==> src/rtl/status_led_pattern_sequencer_unit_defines.svh <==
// assertion macros for the status led pattern sequencer
`ifndef STATUS_LED_PATTERN_SEQUENCER_UNIT_DEFINES_SVH
`define STATUS_LED_PATTERN_SEQUENCER_UNIT_DEFINES_SVH

`ifndef SYNTH

// same-cycle implication, disabled in reset
`define SLPS_ASSERT_NOW(label, clk, rst_n, ante, cons) \
    label: assert property (@(posedge clk) disable iff (!(rst_n)) (ante) |-> (cons)) \
        else $error("slps assertion failed");

// next-cycle implication, disabled in reset
`define SLPS_ASSERT_NEXT(label, clk, rst_n, ante, cons) \
    label: assert property (@(posedge clk) disable iff (!(rst_n)) (ante) |=> (cons)) \
        else $error("slps assertion failed");

`else

`define SLPS_ASSERT_NOW(label, clk, rst_n, ante, cons)
`define SLPS_ASSERT_NEXT(label, clk, rst_n, ante, cons)

`endif

`endif

==> src/rtl/slps_pkg.sv <==
// types, codes and blink timing tables for the status led pattern sequencer
package slps_pkg;

    localparam int TIME_BITS = 32;

    localparam int NOW_W    = 32;
    localparam int MODE_W   = 3;
    localparam int COUNT_W  = 8;
    localparam int PULSE_W  = 16;
    localparam int FUNC_W   = 2;
    localparam int CFG_IDX_W = 1;

    // input word layout, lowest field first
    localparam int IN_NOW_LO   = 0;
    localparam int IN_MODE_LO  = IN_NOW_LO + NOW_W;
    localparam int IN_COUNT_LO = IN_MODE_LO + MODE_W;
    localparam int IN_ON_LO    = IN_COUNT_LO + COUNT_W;
    localparam int IN_OFF_LO   = IN_ON_LO + PULSE_W;
    localparam int IN_USED_W   = IN_OFF_LO + PULSE_W;
    localparam int IN_DATA_W   = ((IN_USED_W + 7) / 8) * 8;

    // result word layout
    localparam int OUT_USED_W = 1 + 1 + MODE_W + 1;
    localparam int OUT_DATA_W = ((OUT_USED_W + 7) / 8) * 8;

    typedef enum logic [FUNC_W-1:0] {
        FUNC_UPDATE   = 2'd0,
        FUNC_SET_MODE = 2'd1,
        FUNC_FLASH    = 2'd2,
        FUNC_RESERVED = 2'd3
    } t_func;

    typedef enum logic [MODE_W-1:0] {
        MODE_OFF        = 3'd0,
        MODE_SLOW       = 3'd1,
        MODE_COUNTDOWN  = 3'd2,
        MODE_SOLID      = 3'd3,
        MODE_FINISH     = 3'd4,
        MODE_ERROR      = 3'd5,
        MODE_NOSIGNAL   = 3'd6,
        MODE_ACKTIMEOUT = 3'd7
    } t_mode;

    typedef enum logic [CFG_IDX_W-1:0] {
        CFG_ENABLED      = 1'b0,
        CFG_ACTIVE_LEVEL = 1'b1
    } t_cfg_idx;

    typedef struct packed {
        logic                burst_busy;
        logic [MODE_W-1:0]   current_mode;
        logic                pin_level;
        logic                lit;
    } t_result;

    function automatic logic [PULSE_W-1:0] f_on_time(input t_mode mode);
        logic [PULSE_W-1:0] t;
        unique case (mode)
            MODE_OFF:        t = PULSE_W'(0);
            MODE_SLOW:       t = PULSE_W'(120);
            MODE_COUNTDOWN:  t = PULSE_W'(100);
            MODE_SOLID:      t = PULSE_W'(0);
            MODE_FINISH:     t = PULSE_W'(100);
            MODE_ERROR:      t = PULSE_W'(120);
            MODE_NOSIGNAL:   t = PULSE_W'(80);
            MODE_ACKTIMEOUT: t = PULSE_W'(120);
            default:         t = PULSE_W'(0);
        endcase
        return t;
    endfunction

    function automatic logic [PULSE_W-1:0] f_off_time(input t_mode mode);
        logic [PULSE_W-1:0] t;
        unique case (mode)
            MODE_OFF:        t = PULSE_W'(0);
            MODE_SLOW:       t = PULSE_W'(1880);
            MODE_COUNTDOWN:  t = PULSE_W'(100);
            MODE_SOLID:      t = PULSE_W'(0);
            MODE_FINISH:     t = PULSE_W'(120);
            MODE_ERROR:      t = PULSE_W'(120);
            MODE_NOSIGNAL:   t = PULSE_W'(920);
            MODE_ACKTIMEOUT: t = PULSE_W'(120);
            default:         t = PULSE_W'(0);
        endcase
        return t;
    endfunction

endpackage

==> src/rtl/status_led_pattern_sequencer_unit.sv <==
// status led pattern sequencer: mode blink timing, flash bursts, output skid buffer
//
//  channel   | direction | handshake                      | payload
//  ----------+-----------+--------------------------------+-------------------------------
//  s_axis    | in        | i_s_axis_tvalid/o_s_axis_tready| tuser func, tdata timing fields
//  m_axis    | out       | o_m_axis_tvalid/i_m_axis_tready| tdata led state and mode
//  cfg       | in        | i_cfg_valid/o_cfg_ready        | i_cfg_index, i_cfg_data
//
//  one word in per cycle while the skid entry is free; its result is registered in the result buffer when taken
//  the state update is one time subtract and compare plus selection, done at input accept
//  a two-entry result buffer keeps the input open while one result waits downstream
//  input stalls only when both result entries are full; cfg is always ready
//  synchronous active-low reset clears state to off mode, dark, no burst
`include "status_led_pattern_sequencer_unit_defines.svh"

module status_led_pattern_sequencer_unit (
    input  logic                               i_clk,
    input  logic                               i_rst_n,
    // stream in
    input  logic                               i_s_axis_tvalid,
    output logic                               o_s_axis_tready,
    // now_ms[31:0], new_mode[34:32], pulse_count[42:35], pulse_on_ms[58:43],
    // pulse_off_ms[74:59], zero pad to 80 bits
    input  logic [slps_pkg::IN_DATA_W-1:0]     i_s_axis_tdata,
    // func[1:0]
    input  logic [slps_pkg::FUNC_W-1:0]        i_s_axis_tuser,
    // stream out
    output logic                               o_m_axis_tvalid,
    input  logic                               i_m_axis_tready,
    // lit[0], pin_level[1], current_mode[4:2], burst_busy[5], zero pad to 8 bits
    output logic [slps_pkg::OUT_DATA_W-1:0]    o_m_axis_tdata,
    // config writes
    input  logic                               i_cfg_valid,
    output logic                               o_cfg_ready,
    input  logic [slps_pkg::CFG_IDX_W-1:0]     i_cfg_index,
    input  logic                               i_cfg_data
);

    localparam int TB = slps_pkg::TIME_BITS;

    // config
    logic r_enabled;
    logic r_active_level;

    // led state
    slps_pkg::t_mode                    r_mode, n_mode;
    logic                               r_lit, n_lit;
    logic [TB-1:0]                      r_last, n_last;
    logic                               r_burst_active, n_burst_active;
    logic                               r_burst_on_phase, n_burst_on_phase;
    logic [slps_pkg::COUNT_W-1:0]       r_burst_left, n_burst_left;
    logic [slps_pkg::PULSE_W-1:0]       r_burst_on_time, n_burst_on_time;
    logic [slps_pkg::PULSE_W-1:0]       r_burst_off_time, n_burst_off_time;

    // result buffer
    logic                  r_out_valid;
    logic                  r_skid_valid;
    slps_pkg::t_result     r_out_data;
    slps_pkg::t_result     r_skid_data;

    logic                               w_in_acc;
    logic                               w_out_take;
    slps_pkg::t_func                    w_func;
    logic [TB-1:0]                      w_now;
    slps_pkg::t_mode                    w_new_mode;
    logic [slps_pkg::COUNT_W-1:0]       w_count;
    logic [slps_pkg::PULSE_W-1:0]       w_pon;
    logic [slps_pkg::PULSE_W-1:0]       w_poff;
    logic [TB-1:0]                      w_delta;
    logic [slps_pkg::PULSE_W-1:0]       w_burst_iv;
    logic [slps_pkg::PULSE_W-1:0]       w_mode_iv;
    logic                               w_burst_due;
    logic                               w_mode_due;
    slps_pkg::t_result                  w_result;

    assign o_s_axis_tready = !r_skid_valid;
    assign o_cfg_ready     = 1'b1;
    assign w_in_acc        = i_s_axis_tvalid && o_s_axis_tready;
    assign w_out_take      = r_out_valid && i_m_axis_tready;

    assign w_func     = slps_pkg::t_func'(i_s_axis_tuser);
    assign w_now      = TB'(i_s_axis_tdata[slps_pkg::IN_NOW_LO +: slps_pkg::NOW_W]);
    assign w_new_mode = slps_pkg::t_mode'(i_s_axis_tdata[slps_pkg::IN_MODE_LO +: slps_pkg::MODE_W]);
    assign w_count    = i_s_axis_tdata[slps_pkg::IN_COUNT_LO +: slps_pkg::COUNT_W];
    assign w_pon      = i_s_axis_tdata[slps_pkg::IN_ON_LO +: slps_pkg::PULSE_W];
    assign w_poff     = i_s_axis_tdata[slps_pkg::IN_OFF_LO +: slps_pkg::PULSE_W];

    // wrapping elapsed time since the last toggle, mode change or flash start
    assign w_delta     = w_now - r_last;
    assign w_burst_iv  = r_burst_on_phase ? r_burst_on_time : r_burst_off_time;
    assign w_mode_iv   = r_lit ? slps_pkg::f_on_time(r_mode) : slps_pkg::f_off_time(r_mode);
    assign w_burst_due = w_delta >= TB'(w_burst_iv);
    assign w_mode_due  = w_delta >= TB'(w_mode_iv);

    always_comb begin
        n_mode           = r_mode;
        n_lit            = r_lit;
        n_last           = r_last;
        n_burst_active   = r_burst_active;
        n_burst_on_phase = r_burst_on_phase;
        n_burst_left     = r_burst_left;
        n_burst_on_time  = r_burst_on_time;
        n_burst_off_time = r_burst_off_time;
        unique case (w_func)
            slps_pkg::FUNC_UPDATE: begin
                if (r_enabled) begin
                    if (r_burst_active) begin
                        // burst runs ahead of the mode pattern
                        if (w_burst_due) begin
                            if (r_burst_on_phase) begin
                                n_burst_on_phase = 1'b0;
                                n_lit            = 1'b0;
                            end else if (r_burst_left != '0) begin
                                n_burst_left = r_burst_left - 1'b1;
                                if (r_burst_left == slps_pkg::COUNT_W'(1)) begin
                                    n_burst_active = 1'b0;
                                    n_lit          = 1'b0;
                                end else begin
                                    n_burst_on_phase = 1'b1;
                                    n_lit            = 1'b1;
                                end
                            end
                            n_last = w_now;
                        end
                    end else if (r_mode == slps_pkg::MODE_OFF) begin
                        n_lit = 1'b0;
                    end else if (r_mode == slps_pkg::MODE_SOLID) begin
                        n_lit = 1'b1;
                    end else if (w_mode_due) begin
                        n_lit  = !r_lit;
                        n_last = w_now;
                    end
                end
            end
            slps_pkg::FUNC_SET_MODE: begin
                if (r_mode != w_new_mode) begin
                    n_mode = w_new_mode;
                    n_last = w_now;
                end
            end
            slps_pkg::FUNC_FLASH: begin
                if (r_enabled && (w_count != '0)) begin
                    n_mode           = slps_pkg::MODE_FINISH;
                    n_burst_active   = 1'b1;
                    n_burst_on_phase = 1'b1;
                    n_burst_left     = w_count;
                    n_burst_on_time  = w_pon;
                    n_burst_off_time = w_poff;
                    n_last           = w_now;
                    n_lit            = 1'b1;
                end
            end
            slps_pkg::FUNC_RESERVED: begin
                // state reported unchanged
            end
            default: begin
            end
        endcase
    end

    always_comb begin
        w_result.lit          = n_lit;
        w_result.pin_level    = n_lit ? r_active_level : !r_active_level;
        w_result.current_mode = n_mode;
        w_result.burst_busy   = n_burst_active;
    end

    // config registers
    always_ff @(posedge i_clk) begin
        if (!i_rst_n) begin
            r_enabled      <= 1'b1;
            r_active_level <= 1'b1;
        end else if (i_cfg_valid && o_cfg_ready) begin
            unique case (slps_pkg::t_cfg_idx'(i_cfg_index))
                slps_pkg::CFG_ENABLED:      r_enabled      <= i_cfg_data;
                slps_pkg::CFG_ACTIVE_LEVEL: r_active_level <= i_cfg_data;
                default: begin
                end
            endcase
        end
    end

    // led state
    always_ff @(posedge i_clk) begin
        if (!i_rst_n) begin
            r_mode           <= slps_pkg::MODE_OFF;
            r_lit            <= 1'b0;
            r_last           <= '0;
            r_burst_active   <= 1'b0;
            r_burst_on_phase <= 1'b0;
            r_burst_left     <= '0;
            r_burst_on_time  <= '0;
            r_burst_off_time <= '0;
        end else if (w_in_acc) begin
            r_mode           <= n_mode;
            r_lit            <= n_lit;
            r_last           <= n_last;
            r_burst_active   <= n_burst_active;
            r_burst_on_phase <= n_burst_on_phase;
            r_burst_left     <= n_burst_left;
            r_burst_on_time  <= n_burst_on_time;
            r_burst_off_time <= n_burst_off_time;
        end
    end

    // result buffer control
    always_ff @(posedge i_clk) begin
        if (!i_rst_n) begin
            r_out_valid  <= 1'b0;
            r_skid_valid <= 1'b0;
        end else begin
            if (!r_out_valid || w_out_take) begin
                r_out_valid  <= r_skid_valid || w_in_acc;
                r_skid_valid <= 1'b0;
            end else if (w_in_acc) begin
                r_skid_valid <= 1'b1;
            end
        end
    end

    // result buffer payload
    always_ff @(posedge i_clk) begin
        if (!r_out_valid || w_out_take) begin
            r_out_data <= r_skid_valid ? r_skid_data : w_result;
        end
        if (w_in_acc) begin
            r_skid_data <= w_result;
        end
    end

    assign o_m_axis_tvalid = r_out_valid;
    assign o_m_axis_tdata  = slps_pkg::OUT_DATA_W'(r_out_data);

    `SLPS_ASSERT_NOW(a_burst_left_nonzero, i_clk, i_rst_n, r_burst_active, r_burst_left != '0)
    `SLPS_ASSERT_NOW(a_skid_behind_out, i_clk, i_rst_n, r_skid_valid, r_out_valid)
    `SLPS_ASSERT_NEXT(a_accept_fills_out, i_clk, i_rst_n, w_in_acc && !r_out_valid, r_out_valid)
    `SLPS_ASSERT_NEXT(a_disabled_frozen, i_clk, i_rst_n, w_in_acc && !r_enabled && (w_func == slps_pkg::FUNC_UPDATE), $stable(r_lit) && $stable(r_burst_active) && $stable(r_last))

endmodule
==> config.mk <==
export PLATFORM = sky130hd
export DESIGN_NAME = status_led_pattern_sequencer_unit
export DESIGN_NICKNAME = d
export VERILOG_FILES = /design/src/rtl/slps_pkg.sv /design/src/rtl/status_led_pattern_sequencer_unit.sv
export VERILOG_INCLUDE_DIRS = /design/src /design/src/rtl
export SDC_FILE = /design/constraint.sdc
export NUM_CORES = 1
export LEC_CHECK = 0
export BUFFER_PORTS_ARGS = -buffer_cell sky130_fd_sc_hd__buf_4
export CORE_MARGIN = 3
export CORE_UTILIZATION = 55
export DETAILED_ROUTE_END_ITERATION = 7
export PLACE_DENSITY = 0.88
export SKIP_LAST_GASP = 1
export SYNTH_ARGS = -nofsm -noshare
export SYNTH_HDL_FRONTEND = slang
export SYNTH_SLANG_ARGS = --single-unit
==> constraint.sdc <==
create_clock -name i_clk -period 5.85 [get_ports i_clk]
set_clock_uncertainty 0.05 [all_clocks]
set_input_delay 0.8775 -clock i_clk [delete_from_list [all_inputs] [get_ports i_clk]]
set_output_delay 0.8775 -clock i_clk [all_outputs]
set_load 0.02 [all_outputs]
# Word-level counts from Yosys, hierarchy flattened

Memories as Yosys holds them, arrays and structs flattened. A register that Yosys moved wholly into a read port is not among the register bits.
Index checks and enable logic that the tools add are counted.

Flip-flop bits (word level): 94
ROM bits: 112
Input port bits: 89
Memories: 2

Memories:

| name             | depth | bits a word | rd ports | clocked after Yosys merged registers in | write ports | line           | source |
|---|---|---|---|---|---|---|---|
| (name not given) | 8     | 9           | 1        | 1                                       | 0           | slps_pkg.sv:74 | `unique case (mode)` |
| (name not given) | 8     | 5           | 1        | 1                                       | 0           | slps_pkg.sv:58 | `unique case (mode)` |

$add $sub $neg: 2
$lt $le $gt $ge: 2
Equality and inequality tests: 16
Muxes and demuxes: 52
Bitwise logic cells: 2
Reduce and logical (&&, ||, !) cells: 22

Operator list:

| operator                                                               | number |
|---|---|
| 32-bit two-way mux                                                     | 8 |
| 32-bit one-hot mux with 3 select lines                                 | 1 |
| 32-bit by 16-bit greater-or-equal comparator with 1-bit output         | 2 |
| 8-bit two-way mux                                                      | 6 |
| 16-bit two-way mux                                                     | 2 |
| 32-bit subtractor                                                      | 1 |
| 1-bit two-way mux                                                      | 23 |
| 3-bit two-way mux                                                      | 6 |
| 8-bit one-hot mux with 2 select lines                                  | 1 |
| 8-bit nonzero test                                                     | 2 |
| 2-bit != test (second input constant)                                  | 7 |
| 3-bit != test (second input constant)                                  | 4 |
| 9-bit AND reduction                                                    | 1 |
| 8-bit by 1-bit equality test with 1-bit output (second input constant) | 1 |
| 8-bit AND reduction                                                    | 1 |
| 8-bit by 1-bit subtractor with 8-bit output (second input constant)    | 1 |
| 6-bit two-way mux                                                      | 1 |
| 1-bit one-hot mux with 2 select lines                                  | 3 |
| 3-bit one-hot mux with 2 select lines                                  | 1 |
| 6-bit AND reduction                                                    | 1 |
| 1-bit logical NOT                                                      | 4 |
| 2-bit AND reduction                                                    | 2 |
| 3-bit by 2-bit equality test with 1-bit output (second input constant) | 1 |
| 1-bit logical AND                                                      | 3 |
| 11 further kinds                                                       | 13 |

# Logic depth before layout (Yosys ltp)

Gate-level depths: netlist (run 1).

Depth after elaboration: 10
Gate-level depth with buffers: 21
Depth with buffers taken out: 20

# Worst setup path after synthesis (run 1)

OpenSTA, ideal clock, no wires.

Path type: input to register
From: input port i_s_axis_tdata[0] (netlist name)
To: register r_burst_left[6] (netlist name)
Setup time: 118 ps
Data arrival time: 4330 ps
Required time: 5682 ps
Setup slack: 1352 ps
Stages on the path: 20
Path buffers: 1
Cells stage by stage: inv_1 -> ha_1 -> fa_1 -> nand2b_1 -> a21o_1 -> a211o_1 -> a21boi_0 -> nor2_1 -> ha_1 -> a21o_1 -> a21o_1 -> a21oi_1 -> o21ai_0 -> a31oi_1 -> o211ai_2 -> nor3_4 -> o41ai_4 -> and2_1 -> buf_6 -> o2111a_1

Longest elaborated chain between the ends: 4

Ends and longest elaborated chain:

| item                                                           | line                                     | source |
|---|---|---|
| start: declaration                                             | status_led_pattern_sequencer_unit.sv:24  | `input logic [slps_pkg::IN_DATA_W-1:0] i_s_axis_tdata,` |
| 32-bit subtractor                                              | status_led_pattern_sequencer_unit.sv:89  | `assign w_delta = w_now - r_last;` |
| 32-bit by 16-bit greater-or-equal comparator with 1-bit output | status_led_pattern_sequencer_unit.sv:92  | `assign w_burst_due = w_delta >= TB'(w_burst_iv);` |
| 2-bit != test (no line)                                        | --                                       |  |
| 8-bit AND reduction (no line)                                  | --                                       |  |
| end signal: assignment                                         | status_led_pattern_sequencer_unit.sv:200 | `r_burst_left <= n_burst_left;` |
| end: declaration                                               | status_led_pattern_sequencer_unit.sv:51  | `logic [slps_pkg::COUNT_W-1:0] r_burst_left, n_burst_left;` |

Every way passes these cells.
A chain may end at the register's enable or synchronous reset.

# Worst setup path after layout (run 1)

From: input port i_s_axis_tdata[2] (netlist name)
To: register r_burst_left[0] (netlist name)

The elaborated chain is that of the path after synthesis.

==> results of run 1 <==
worst min path at each step:
stage | depth (start not counted) | slack [ps] | end | startpoint
after CTS | 2 | 410 | r_burst_off_time[3] | r_burst_off_time[3]
after global routing | 2 | 420 | r_burst_off_time[2] | r_burst_off_time[2]
final | 2 | 410 | r_burst_off_time[3] | r_burst_off_time[3]
after floorplan | 2 | 380 | r_burst_on_time[0] | r_burst_on_time[0]
after global placement | 2 | 390 | r_burst_on_time[12] | r_burst_on_time[12]
after detailed placement | 2 | 400 | r_burst_off_time[3] | r_burst_off_time[3]
cells by family (layout without fill, tap and decap cells):
family | Yosys count | in the layout | share of synthesized area, %
other cells | 2 | 3 | 0.1021
simple gates | 298 | 298 | 19.05
mux | 63 | 63 | 8.709
buf+inv | 102 | 166 | 5.783
fa+ha+maj | 67 | 67 | 11.50
compound gates | 241 | 241 | 22.50
flops | 105 | 105 | 30.21
xor+xnor | 18 | 18 | 2.143
per-layer routing:
metal / share of wire, % / up-vias / global-route usage (%)
li1: - / 3357 / -
met4: 2.1 / 0 / 7.633
met3: 5.2 / 27 / 3.853
met5: 0 / - / 0
met2: 47 / 179 / 38.48
met1: 46 / 3068 / 29.82
layout make-up:
cell class,instances,area [sq um]
clock inverters,7,86.33
clock buffers,9,225.2
multi-input cells,690,4720
repair buffers,95,713.2
well taps,172,215.2
inverters,55,206.4
fillers,1070,4437
flip-flops and latches,105,2222
power by group through the flow:
stage,Clock [mW],Sequential [mW],Combinational (mW)
2_1_floorplan,0,0.813,0.449
3_3_place_gp,0,0.811,0.597
3_5_place_dp,0,0.813,0.613
4_1_cts,0.638,0.796,0.618
5_1_grt,0.664,0.802,0.698
6_report,0.628,0.797,0.621
critical path, stage by stage:
cell and delay, ps:
sky130_fd_sc_hd__buf_4 110, sky130_fd_sc_hd__ha_1 340, sky130_fd_sc_hd__o21a_1 140, sky130_fd_sc_hd__o31a_1 230, sky130_fd_sc_hd__a21oi_2 130, sky130_fd_sc_hd__o31ai_1 400, sky130_fd_sc_hd__a21boi_0 180, sky130_fd_sc_hd__xor2_1 400
sky130_fd_sc_hd__inv_1 90, sky130_fd_sc_hd__ha_1 310, sky130_fd_sc_hd__nand4_1 100, sky130_fd_sc_hd__o21ai_0 200, sky130_fd_sc_hd__a31oi_1 110, sky130_fd_sc_hd__o211ai_2 150, sky130_fd_sc_hd__nor3_4 80, sky130_fd_sc_hd__o41ai_4 600
sky130_fd_sc_hd__and2_1 450, sky130_fd_sc_hd__a41o_1 220
per-stage QoR:
| stage | instance area (sq um) | power, mW | util, % | hold slack [ps] |
|---|---|---|---|---|
| CTS | 8388 | 2.052 | 65.40 | 408.0 |
| floorplan | 7360 | 1.262 | - | 382.9 |
| detailed placement | 8077 | 1.426 | 62.98 | 396.3 |
| global route | 8388 | 2.164 | 65.40 | 424.6 |
| finish | 8388 | 2.046 | 65.40 | 406.5 |
| global placement | 8077 | 1.408 | 62.98 | 391.6 |
placed cells by master (no fill, tap or decap), types with 4 or more instances in the layout:
cell type / count
sky130_fd_sc_hd__nand3_1: 15
sky130_fd_sc_hd__nor2_1: 68
sky130_fd_sc_hd__and2_1: 6
sky130_fd_sc_hd__and3_1: 6
sky130_fd_sc_hd__dfxtp_1: 93
sky130_fd_sc_hd__nor3_1: 17
sky130_fd_sc_hd__or4_1: 4
sky130_fd_sc_hd__o21a_1: 8
sky130_fd_sc_hd__clkbuf_16: 9
sky130_fd_sc_hd__buf_4: 95
sky130_fd_sc_hd__nand2_1: 113
sky130_fd_sc_hd__or3_1: 10
sky130_fd_sc_hd__nor2b_1: 4
sky130_fd_sc_hd__o21ai_0: 33
sky130_fd_sc_hd__mux2_2: 8
sky130_fd_sc_hd__xor2_1: 7
sky130_fd_sc_hd__xnor2_1: 11
sky130_fd_sc_hd__inv_1: 52
sky130_fd_sc_hd__edfxtp_1: 12
sky130_fd_sc_hd__o211ai_1: 7
sky130_fd_sc_hd__nand4_1: 16
sky130_fd_sc_hd__o31a_1: 4
sky130_fd_sc_hd__a211oi_1: 8
sky130_fd_sc_hd__or2_2: 5
sky130_fd_sc_hd__nor4_1: 8
sky130_fd_sc_hd__a21o_1: 28
sky130_fd_sc_hd__a21boi_0: 4
sky130_fd_sc_hd__ha_1: 66
sky130_fd_sc_hd__a31oi_1: 14
sky130_fd_sc_hd__a21oi_1: 74
sky130_fd_sc_hd__mux2i_1: 55
sky130_fd_sc_hd__a32o_1: 4
sky130_fd_sc_hd__nand2b_1: 18
sky130_fd_sc_hd__o31ai_1: 4
==> out/summary.md, run 1 <==
Standard cell core area: 12820 sq um. The initial antenna violation count is 0, and the routability-driven placement congestion ratio is 0.9048. Sequential cells were found to cover 30.21% of the synthesized design area.

The maximum fanout along the worst path was 9; the required time reported for the critical path endpoint was 6110 ps. The tree is rooted in a sky130_fd_sc_hd__clkbuf_16. After legalization and detailed placement, the total HPWL measured 12740 microns. After detailed routing, the number of vias per cell comes to 5.853. Dividing the detail-routed wire length by the instance count gives 14.77 microns. The die area is 14800 sq um, and the number of flops mapped to enable cells by yosys is 12. The tools report the cell-internal power as 1.349 mW. The worst setup path is captured at a flip-flop. Global routing consumed, over all layers together, 22.85% of the routing resources. The die is 121.6 microns tall. The final setup TNS came out at 0 ps. The switching power as a share of total power works out to 34.05%. Setup slack closes at 969.0 ps. Setup repair after global routing left no endpoint under its margin. In this run the number of H-tree levels came out at 3. The logic gate share of total power was 30.4%. Summed over all instances, the cell type with the most area after synthesis is sky130_fd_sc_hd__dfxtp_1. Of the cells placed in the final design, the portion with a size suffix greater than 1 is 14.57%.

The count of antenna-violating nets left after detailed routing was 0; the count of state elements after synthesis was 105. At the pin with the least slew margin, the transition time is 986.0 ps. The clock period could shrink to 4881 ps. The worst register-to-register path ends at r_burst_left[0]. The area overhead of the layout relative to synthesis is 14.03%, and the global-route wire length before repair is 28030 microns. Most instantiated flip-flop cell in the synthesis netlist: sky130_fd_sc_hd__dfxtp_1. The min-delay analysis places its worst path in the category flip-flop to flip-flop. The number of hold violations in the final report came out at 0.

The port buffer count is 91, and the mean instance size in the synthesized netlist is 8.210 sq um. TritonCTS created 9 clock buffers. Peak ir drop on the vdd network: 0.1697 mV.

The logs give 355 for the number of design-rule violations left by the first detailed-router iteration and 0.6966 mW for the power spent charging and discharging nets. Summing every instance area after synthesis gives 7356 sq um. In this run, post-CTS hold repair placed 0 buffers.

The number of remaining DRC errors was 0. The number of rows in the core area is 41, and the count of nets after finishing is 1112. The power density over cell area is 243.9 nW/um^2, and the clock share of power is 30.7%.

From left edge to right edge, the die measures 121.6 microns. Dominant cell by count in the synthesized netlist: sky130_fd_sc_hd__nand2_1. After detailed placement, the design holds a cell count of 1117. The startpoint of the most critical setup path was i_s_axis_tdata[2]. 100 I/O pins were placed. The tools report the arrival time of the worst setup path as 5140 ps.

The run gives 0 as the post-cts repair resize count. For flop-to-flop paths, the worst setup slack is 1200 ps. The tools report the routed wire length as 16730 microns.

The worst setup path is launched from a primary input. The logs give 0 for the count of final max-slew check failures and 1133 for the number of standard cells in the layout, taps in and fillers out. Of all flip-flops after synthesis, the portion carrying an async set or reset was 0%. In this run the critical register-to-register path is launched from r_last[1]. Global routing finished with a remaining overflow of 0. Starting density of the core: 57.36%. The source-to-sink clock delay at the later pin of the worst-skew pair was 360 ps. The run gives 34.27% as the relative max-transition margin. TritonCTS built the clock tree.

Timing would allow up to 0.2049 GHz. The max capacitance violation total is 0, and the number of detailed-route iterations in the first pass is 8. The logs give 896 for the number of instances in the synthesized netlist and 38.9% for the relative contribution of sequential cells to total power. Setup violations remaining at the end of the flow were counted as 0. The tools report the count of warnings emitted by yosys as 0. Counting along the longest clock path gives a buffer depth of 2. Worst slack at placement: 623.3 ps. By area the synthesized netlist is led by sky130_fd_sc_hd__dfxtp_1 25%, sky130_fd_sc_hd__ha_1 11%, sky130_fd_sc_hd__mux2i_1 7.5%, sky130_fd_sc_hd__nand2_1 5.8%, sky130_fd_sc_hd__a21oi_1 5.0%.

The clock-pin slew of the registers on the worst-case setup and hold paths works out to 80 ps. In the finished design, the share of the clock period the worst path needs comes to 83.44%. Path depth of the worst reg2reg path: 18. The number of setup buffers added after CTS is 0.

Type of the setup path with the least slack: primary input to flip-flop. For the diode insertion count for antenna repair, the log shows 0. The flow ran to the end, and the final reports show no timing, DRC or antenna violations. The commonest cells after synthesis are 113 x sky130_fd_sc_hd__nand2_1, 93 x sky130_fd_sc_hd__dfxtp_1, 74 x sky130_fd_sc_hd__a21oi_1. The largest net degree at the start of global routing was 76; the standby leakage power was 3.415 nW. The fraction of post-synthesis cell area in the top cell type by area works out to 25.31%. The clock net in this run drives a total of 105 sinks.

The capture point of the worst path was r_burst_left[0]. Number of distinct library cell variants in the gate-level netlist after synthesis: 79. The final route contains 6631 vias. The number of global-route vias before repair was 6243.
Note: power is estimated with default switching activity, not from simulation.
==> run 2, diff against run 1 <==
Settings changed: CORE_UTILIZATION 55 to 53.
Clock period 5.85 ns to 4 ns, I/O delays scaled along.
==> run 2 against run 1 <==
  * The flow now finishes with violations (setup timing)
  * Sequential power is 47% higher
  * Critical path type unchanged
  * First-iteration DRC count is 78% higher
  * Worst hold slack worse by 3.4 ps
  * Critical endpoint is now o_m_axis_tdata[0]
  * Design area is 15% higher
  * Count of clock-buffer cells in the layout is 1 higher
  * Clock power is 48% higher
  * Largest cell class unchanged
==> out/summary.md, run 2 (synthesis results as in run 1) <==
The class of the tightest hold or removal check was primary input to flip-flop (was flip-flop to flip-flop). The most common cell after layout, fill and taps aside was sky130_fd_sc_hd__buf_4 (was sky130_fd_sc_hd__nand2_1). The largest stage delay on the critical path is 360 ps (was 600 ps), and the number of ports placed on the die boundary is 100 (unchanged).

CP Cell Sequence: buf_12 -> inv_12 -> ha_4 -> fa_2 -> nand2b_4 -> a21o_1 -> buf_4 -> a211o_1 -> a21boi_2 -> nor2_1 -> ha_2 -> a21o_1 -> a21o_1 -> a21oi_2 -> o21ai_1 -> a31oi_2 -> o211ai_2 -> nor4_2 -> o21ai_2 -> buf_4 -> a31oi_4 -> a21oi_2 (was buf_4 -> ha_1 -> o21a_1 -> o31a_1 -> a21oi_2 -> o31ai_1 -> a21boi_0 -> xor2_1 -> inv_1 -> ha_1 -> nand4_1 -> o21ai_0 -> a31oi_1 -> o211ai_2 -> nor3_4 -> o41ai_4 -> and2_1 -> a41o_1). The relative max-transition margin is 45.35% (was 34.27%). The flow ran to the end, but the final reports show violations.

The starting density of the core was 54.89% (was 57.36%). The tools report the count of antenna-violating nets left after detailed routing as 0 (unchanged). Area taken by multi-input logic gates: 5020 sq um (was 4720 sq um). The logs give 0 (unchanged) for the diode insertion count for antenna repair and 15330 sq um (was 14800 sq um) for the die area. The tools report the routed wire length on met3 as 1488 microns (was 874 microns).

The clock-pin slew of the registers on the worst-case setup and hold paths is 80 ps (about the same). The standard cell core area was 13400 sq um (was 12820 sq um). Startpoint of the most critical setup path: i_s_axis_tdata[0] (was i_s_axis_tdata[2]). Setup repair after global routing could not meet its margin everywhere. The slew at the pin with the worst max-slew slack was 819.8 ps (was 986.0 ps). Launch instance of the worst register-to-register path: r_last[0] (was r_last[1]). The count of final max-slew check failures was 0 (unchanged).

The port buffer count came out at 91 (unchanged). The final reports fail on setup timing. The minimum clock period is 4133 ps. The type of the setup path with the least slack is primary input to flip-flop (unchanged).

The logs give 32400 microns (was 28030 microns) for the global-route wire length before repair and 4200 ps (was 5140 ps) for the arrival time of the worst setup path. The tools report the number of filler instances in the final layout as 941 (was 1070). The kind of launch point of the worst setup path was a primary input (unchanged). The detailed-route vias per instance is 5.902 (was 5.853), and the final worst-path setup slack is -132.7 ps (was 969.0 ps). The run gives 370 ps (was 360 ps) as the source-to-sink clock delay at the later pin of the worst-skew pair. The number of hold violations in the final report is 0 (unchanged). The overall track demand over capacity in global routing was 26.17% (was 22.85%).

The number of detailed-route iterations in the first pass is 5 (was 8), and the power density over cell area is 344.7 nW/um^2 (was 243.9 nW/um^2). The logs give -130 ps (was 1200 ps) for the minimum setup slack among reg-to-reg paths and 632 (was 355) for the number of design-rule violations left by the first detailed-router iteration. Startpoint of the lowest-slack hold path: i_cfg_data (was r_burst_off_time[3]). The run gives 0.9213 (was 0.9048) as the routability-driven placement congestion ratio. The routed length per placed instance is 16.80 microns (was 14.77 microns), and the number of standard cells in the layout, taps in and fillers out is 1260 (was 1133). The largest net degree at the start of global routing is 76 (unchanged), and the number of buffers added by the clock tree synthesis step is 9 (unchanged).

TritonCTS built the clock tree. The peak ir drop on the vdd network came out at 0.2808 mV (was 0.1697 mV). For this run, the top clock speed supported by timing is 0.2420 GHz. The tools report the cell chosen for the clock root as sky130_fd_sc_hd__clkbuf_16 (unchanged). Top library cells by usage in the layout, fill and taps aside: 211 x sky130_fd_sc_hd__buf_4, 111 x sky130_fd_sc_hd__nand2_1, 91 x sky130_fd_sc_hd__dfxtp_1 (was 113 x sky130_fd_sc_hd__nand2_1, 95 x sky130_fd_sc_hd__buf_4, 93 x sky130_fd_sc_hd__dfxtp_1). The number of buffers on the longest clock path was 2 (unchanged); the tightest hold margin was 403.2 ps (was 406.5 ps).

The overall die height works out to 123.8 microns (was 121.6 microns). The tools report the category of the worst setup path capture point as a flip-flop (unchanged). Post-DP HPWL: 14720 microns (was 12740 microns). The max capacitance violation total came out at 0 (unchanged). The tools report the wire length on met1 as 8563 microns (was 7695 microns). The share of layout cells above drive strength 1 was 28.51% (was 14.57%); the number of setup violations in the final report was 36 (was 0). The number of buffers inserted for hold repair after clock tree synthesis is 0 (unchanged), and the number of rows in the core area is 42 (was 41). The amount of wire on met2 after detailed routing came out at 10620 microns (was 7813 microns). The initial antenna violation count was 0 (unchanged). Number of global-route vias before repair: 7218 (was 6243). The worst slack at placement was -595.2 ps (was 623.3 ps). H-tree depth: 3 (unchanged). The uppermost signal routing layer after detailed routing was met4 (unchanged). The number of remaining DRC errors came out at 0 (unchanged).

The final setup TNS is -1222 ps (was 0 ps), and the total placed cells including tap cells is 1223 (was 1117). Sequential standard cell area: 2225 sq um (was 2222 sq um). The area overhead of the layout relative to synthesis works out to 31.69% (was 14.03%). The total vias in the final route is 7436 (was 6631), and the maximum fanout along the worst path is 3 (was 9).

The routed wire length is 21170 microns (was 16730 microns), and the final cycle utilization of the critical path is 103.3%. The overall die width came out at 123.8 microns (was 121.6 microns). The standby leakage power was 4.064 nW (was 3.415 nW); the required time reported for the critical path endpoint was 4070 ps (was 6110 ps). The total global routing overflow is 0 (unchanged).

The cell with the largest stage delay on the worst path was sky130_fd_sc_hd__fa_2 (was sky130_fd_sc_hd__o41ai_4). The run gives 105 (unchanged) as the clock sink count. The count of nets after finishing was 1235 (was 1112).

Cell repeated most along the worst path: sky130_fd_sc_hd__a21o_1 (was sky130_fd_sc_hd__ha_1).
==> run 2: repair_timing <==
action,4_1_cts,5_1_grt
resized for setup,29,28
gates cloned,0,2
pin swaps,23,25
endpoints found under the setup margin,48,48
setup buffers,12,8
==> run 2: metrics by stage <==
step / instance area [sq um] / power, mW / utilization, %
floorplan: 7412 / 1.854 / -
global placement: 8910 / 2.230 / 66.49
detailed placement: 8910 / 2.280 / 66.49
CTS: 9447 / 3.257 / 70.49
global route: 9687 / 3.502 / 72.29
finish: 9687 / 3.339 / 72.29
==> run 2: critical path: cells and delay by family <==
kind / cells / cell delay, ps
compound gates: 12 / 2020
fa+ha+maj: 3 / 700
buf+inv: 4 / 430
simple gates: 3 / 440
==> run 2: final timing paths <==
path              depth (start not counted)                  end
setup / recovery                         22    o_m_axis_tdata[0]
hold / removal                            3            r_enabled
setup reg to reg                         20    o_m_axis_tdata[0]
hold reg to reg                           2  r_burst_on_time[15]
==> run 2: power by group <==
part / switching, mW / internal [mW] / leakage, nW
clock network: 0.467 / 0.460 / 0.147
registers: 0.0375 / 1.13 / 0.886
logic: 0.645 / 0.600 / 3.03
==> run 2: routing by layer <==
metal  vias to the layer above  track usage, %
met3                        51           4.814
met5                         -               0
met1                      3487           30.96
li1                       3584               -
met4                         0           8.374
met2                       314           47.62
==> run 2: area by class of cell <==
cell class                      count  area share (%)
Clock buffer                       10           2.467
Timing Repair Buffer              218           17.53
Sequential cell                   105           22.97
Inverter                           55           2.260
Multi-Input combinational cell    690           51.82
Tap cell                          176           2.273
Clock inverter                      6          0.6846
==> run 3, diff against run 2 <==
Settings changed: CORE_ASPECT_RATIO set to 1.1.
==> run 3 against run 2 <==
  * Die area about the same
  * Design area increased by 0.58%
  * The run still ends with setup timing left
  * Count of clock-buffer cells in the layout decreased by 1
  * Register-to-register slack got worse by 170 ps
  * Largest power group unchanged
  * Critical path depth decreased by 3
  * Sequential share of layout area decreased by 0.11 points
  * Sequential power about the same
  * Power increased by 1.3%
  * Clock power decreased by 2.5%
  * Utilization increased by 0.54 points
==> out/summary.md, run 3 (synthesis results as in run 1) <==
The run finished, with violations left. The most common cell after layout, fill and taps aside is sky130_fd_sc_hd__buf_4 (unchanged). For the standard cell core area, the log shows 13380 sq um (was 13400 sq um). The logs give 407.4 ps (was 403.2 ps) for the tightest hold margin and 72.83% (was 72.29%) for the final design utilization. The standby leakage power is 4.087 nW (was 4.064 nW). TritonCTS built the clock tree. The category of the worst setup path capture point is a flip-flop (unchanged). The run gives 26.61% (was 26.17%) as the overall track demand over capacity in global routing. The tools report the routability-driven placement congestion ratio as 0.8939 (was 0.9213). The run gives 0 (unchanged) as the number of remaining DRC errors. For the die area, the log shows 15330 sq um (about the same).

The starting density of the core is 54.99% (was 54.89%). The maximum fanout along the worst path is 3 (unchanged). The H-tree depth was 3 (unchanged). The share of layout cells above drive strength 1 was 28.76% (was 28.51%); the routed wire length was 22610 microns (was 21170 microns). Setup repair after global routing could not meet its margin everywhere. For the number of global-route vias before repair, the log shows 7492 (was 7218). Violated checks: setup timing (unchanged). Path depth of the worst reg2reg path: 19 (was 20). The worst slack at placement was -576.1 ps (was -595.2 ps); the minimum clock period was 4301 ps (was 4133 ps).

The kind of launch point of the worst setup path was a flip-flop (was a primary input). Power density over cell area: 347.3 nW/um^2 (was 344.7 nW/um^2). The run gives 7704 (was 7436) as the total vias in the final route. The logs give 0 (unchanged) for the count of final max-slew check failures and 76 (unchanged) for the largest net degree at the start of global routing. Top library cells by usage in the layout, fill and taps aside: 211 x sky130_fd_sc_hd__buf_4, 111 x sky130_fd_sc_hd__nand2_1, 91 x sky130_fd_sc_hd__dfxtp_1 (unchanged).

The tools report the total global routing overflow as 0 (unchanged). The peak clock frequency supported by timing came out at 0.2325 GHz (was 0.2420 GHz). The type of the setup path with the least slack was flip-flop to flip-flop (was primary input to flip-flop). The hold-critical path depth is 2 (was 3). Diode insertion count for antenna repair: 0 (unchanged). The clock-pin slew of the registers on the worst-case setup and hold paths works out to 80 ps (about the same). The run gives 4060 ps (was 4070 ps) as the required time reported for the critical path endpoint. The logs give 4360 ps (was 4200 ps) for the arrival time of the worst setup path and 49 (was 36) for the number of setup violations in the final report. The tools report the final worst-path setup slack as -301.1 ps (was -132.7 ps). The cell chosen for the clock root is sky130_fd_sc_hd__clkbuf_16 (unchanged). The number of rows in the core area is 44 (was 42), and the count of antenna-violating nets left after detailed routing is 0 (unchanged). The count of nets after finishing came out at 1236 (was 1235). The number of buffers on the longest clock path came out at 2 (unchanged).

The relative max-transition margin was 43.99% (was 45.35%); the clock sink count was 105 (unchanged). The number of buffers inserted for hold repair after clock tree synthesis was 0 (unchanged); the number of buffers added by the clock tree synthesis step was 9 (unchanged). Area overhead of the layout relative to synthesis: 32.45% (was 31.69%).

The port buffer count was 91 (unchanged); the source-to-sink clock delay at the later pin of the worst-skew pair was 370 ps (about the same). For the initial antenna violation count, the log shows 0 (unchanged). The overall die width is 118.3 microns (was 123.8 microns), and the overall die height is 129.6 microns (was 123.8 microns). The class of the tightest hold or removal check is flip-flop to flip-flop (was primary input to flip-flop). The final cycle utilization of the critical path was 107.5% (was 103.3%); the minimum setup slack among reg-to-reg paths was -300 ps (was -130 ps).

The routed length per placed instance was 17.82 microns (was 16.80 microns); the number of ports placed on the die boundary was 100 (unchanged). The run gives 14200 microns (was 14720 microns) as the post-DP HPWL. The number of hold violations in the final report was 0 (unchanged); the max capacitance violation total was 0 (unchanged). The run gives 5 (unchanged) as the number of detailed-route iterations in the first pass. The detailed-route vias per instance works out to 6.071 (was 5.902). The global-route wire length before repair came out at 33970 microns (was 32400 microns). Slew at the pin with the worst max-slew slack: 840.1 ps (was 819.8 ps). The logs give 0.2885 mV (was 0.2808 mV) for the peak ir drop on the vdd network and 537 (was 632) for the number of design-rule violations left by the first detailed-router iteration.
run 3: final cells by class:
type	count	area, sq um
Clock buffer	9	225.2
Timing Repair Buffer	219	1718
Multi-Input combinational cell	690	5049
Inverter	55	219.0
Fill cell	910	3635
Tap cell	184	230.2
Sequential cell	105	2227
Clock inverter	7	75.07
run 3: worst paths after layout:
path,endpoint,start
worst max-delay path,o_m_axis_tdata[1],r_last[0]
worst min-delay path,r_burst_on_time[0],r_burst_on_time[0]
worst max register to register,o_m_axis_tdata[1],r_last[0]
worst min register to register,r_burst_on_time[0],r_burst_on_time[0]
run 3: power by group:
group	total (mW)	internal (mW)	switching (mW)	leakage, nW
combinational	1.31	0.619	0.693	3.05
clock	0.904	0.443	0.461	0.149
sequential	1.17	1.13	0.0391	0.886
total	3.38	2.19	1.19	4.09
run 3: metrics by stage:
stage | cells | instance area [sq um] | setup TNS (ps) | total power [mW]
global route | 1269 | 9743 | -17030 | 3.535
detailed placement | 1236 | 8957 | -22240 | 2.275
finish | 1269 | 9743 | -11460 | 3.384
global placement | 1236 | 8957 | -21270 | 2.238
floorplan | 897 | 7412 | -90.13 | 1.854
CTS | 1262 | 9462 | -22.71 | 3.226
run 3: critical path, stage by stage (launching register included):
cell and delay [ps]:
sky130_fd_sc_hd__dfxtp_4 360, sky130_fd_sc_hd__ha_4 160, sky130_fd_sc_hd__fa_2 360, sky130_fd_sc_hd__nand2b_4 160
sky130_fd_sc_hd__a21o_1 210, sky130_fd_sc_hd__buf_6 140, sky130_fd_sc_hd__a211o_1 310, sky130_fd_sc_hd__a21boi_2 170
sky130_fd_sc_hd__nor2_1 80, sky130_fd_sc_hd__ha_2 210, sky130_fd_sc_hd__a21o_1 150, sky130_fd_sc_hd__a21o_1 190
sky130_fd_sc_hd__a21oi_2 140, sky130_fd_sc_hd__o21ai_1 100, sky130_fd_sc_hd__a31oi_2 230, sky130_fd_sc_hd__o211ai_2 170
sky130_fd_sc_hd__o31a_1 310, sky130_fd_sc_hd__o21ai_4 210, sky130_fd_sc_hd__a311o_1 230, sky130_fd_sc_hd__a31oi_1 80
run 3: layer usage:
metal / wire length, microns / vias up / track usage [%]
li1: - / 3596 / -
met1: 8828 / 3601 / 30.30
met2: 11080 / 402 / 47.46
met3: 1530 / 105 / 4.670
met4: 1173 / 0 / 15.03
met5: 0 / - / 0
run 3: what timing repair did:
action / 4_1_cts / 5_1_grt
gates resized for setup: 25 / 39
pin swaps: 11 / 32
gates cloned: 0 / 2
setup buffers: 10 / 5
setup endpoints to repair: 48 / 49
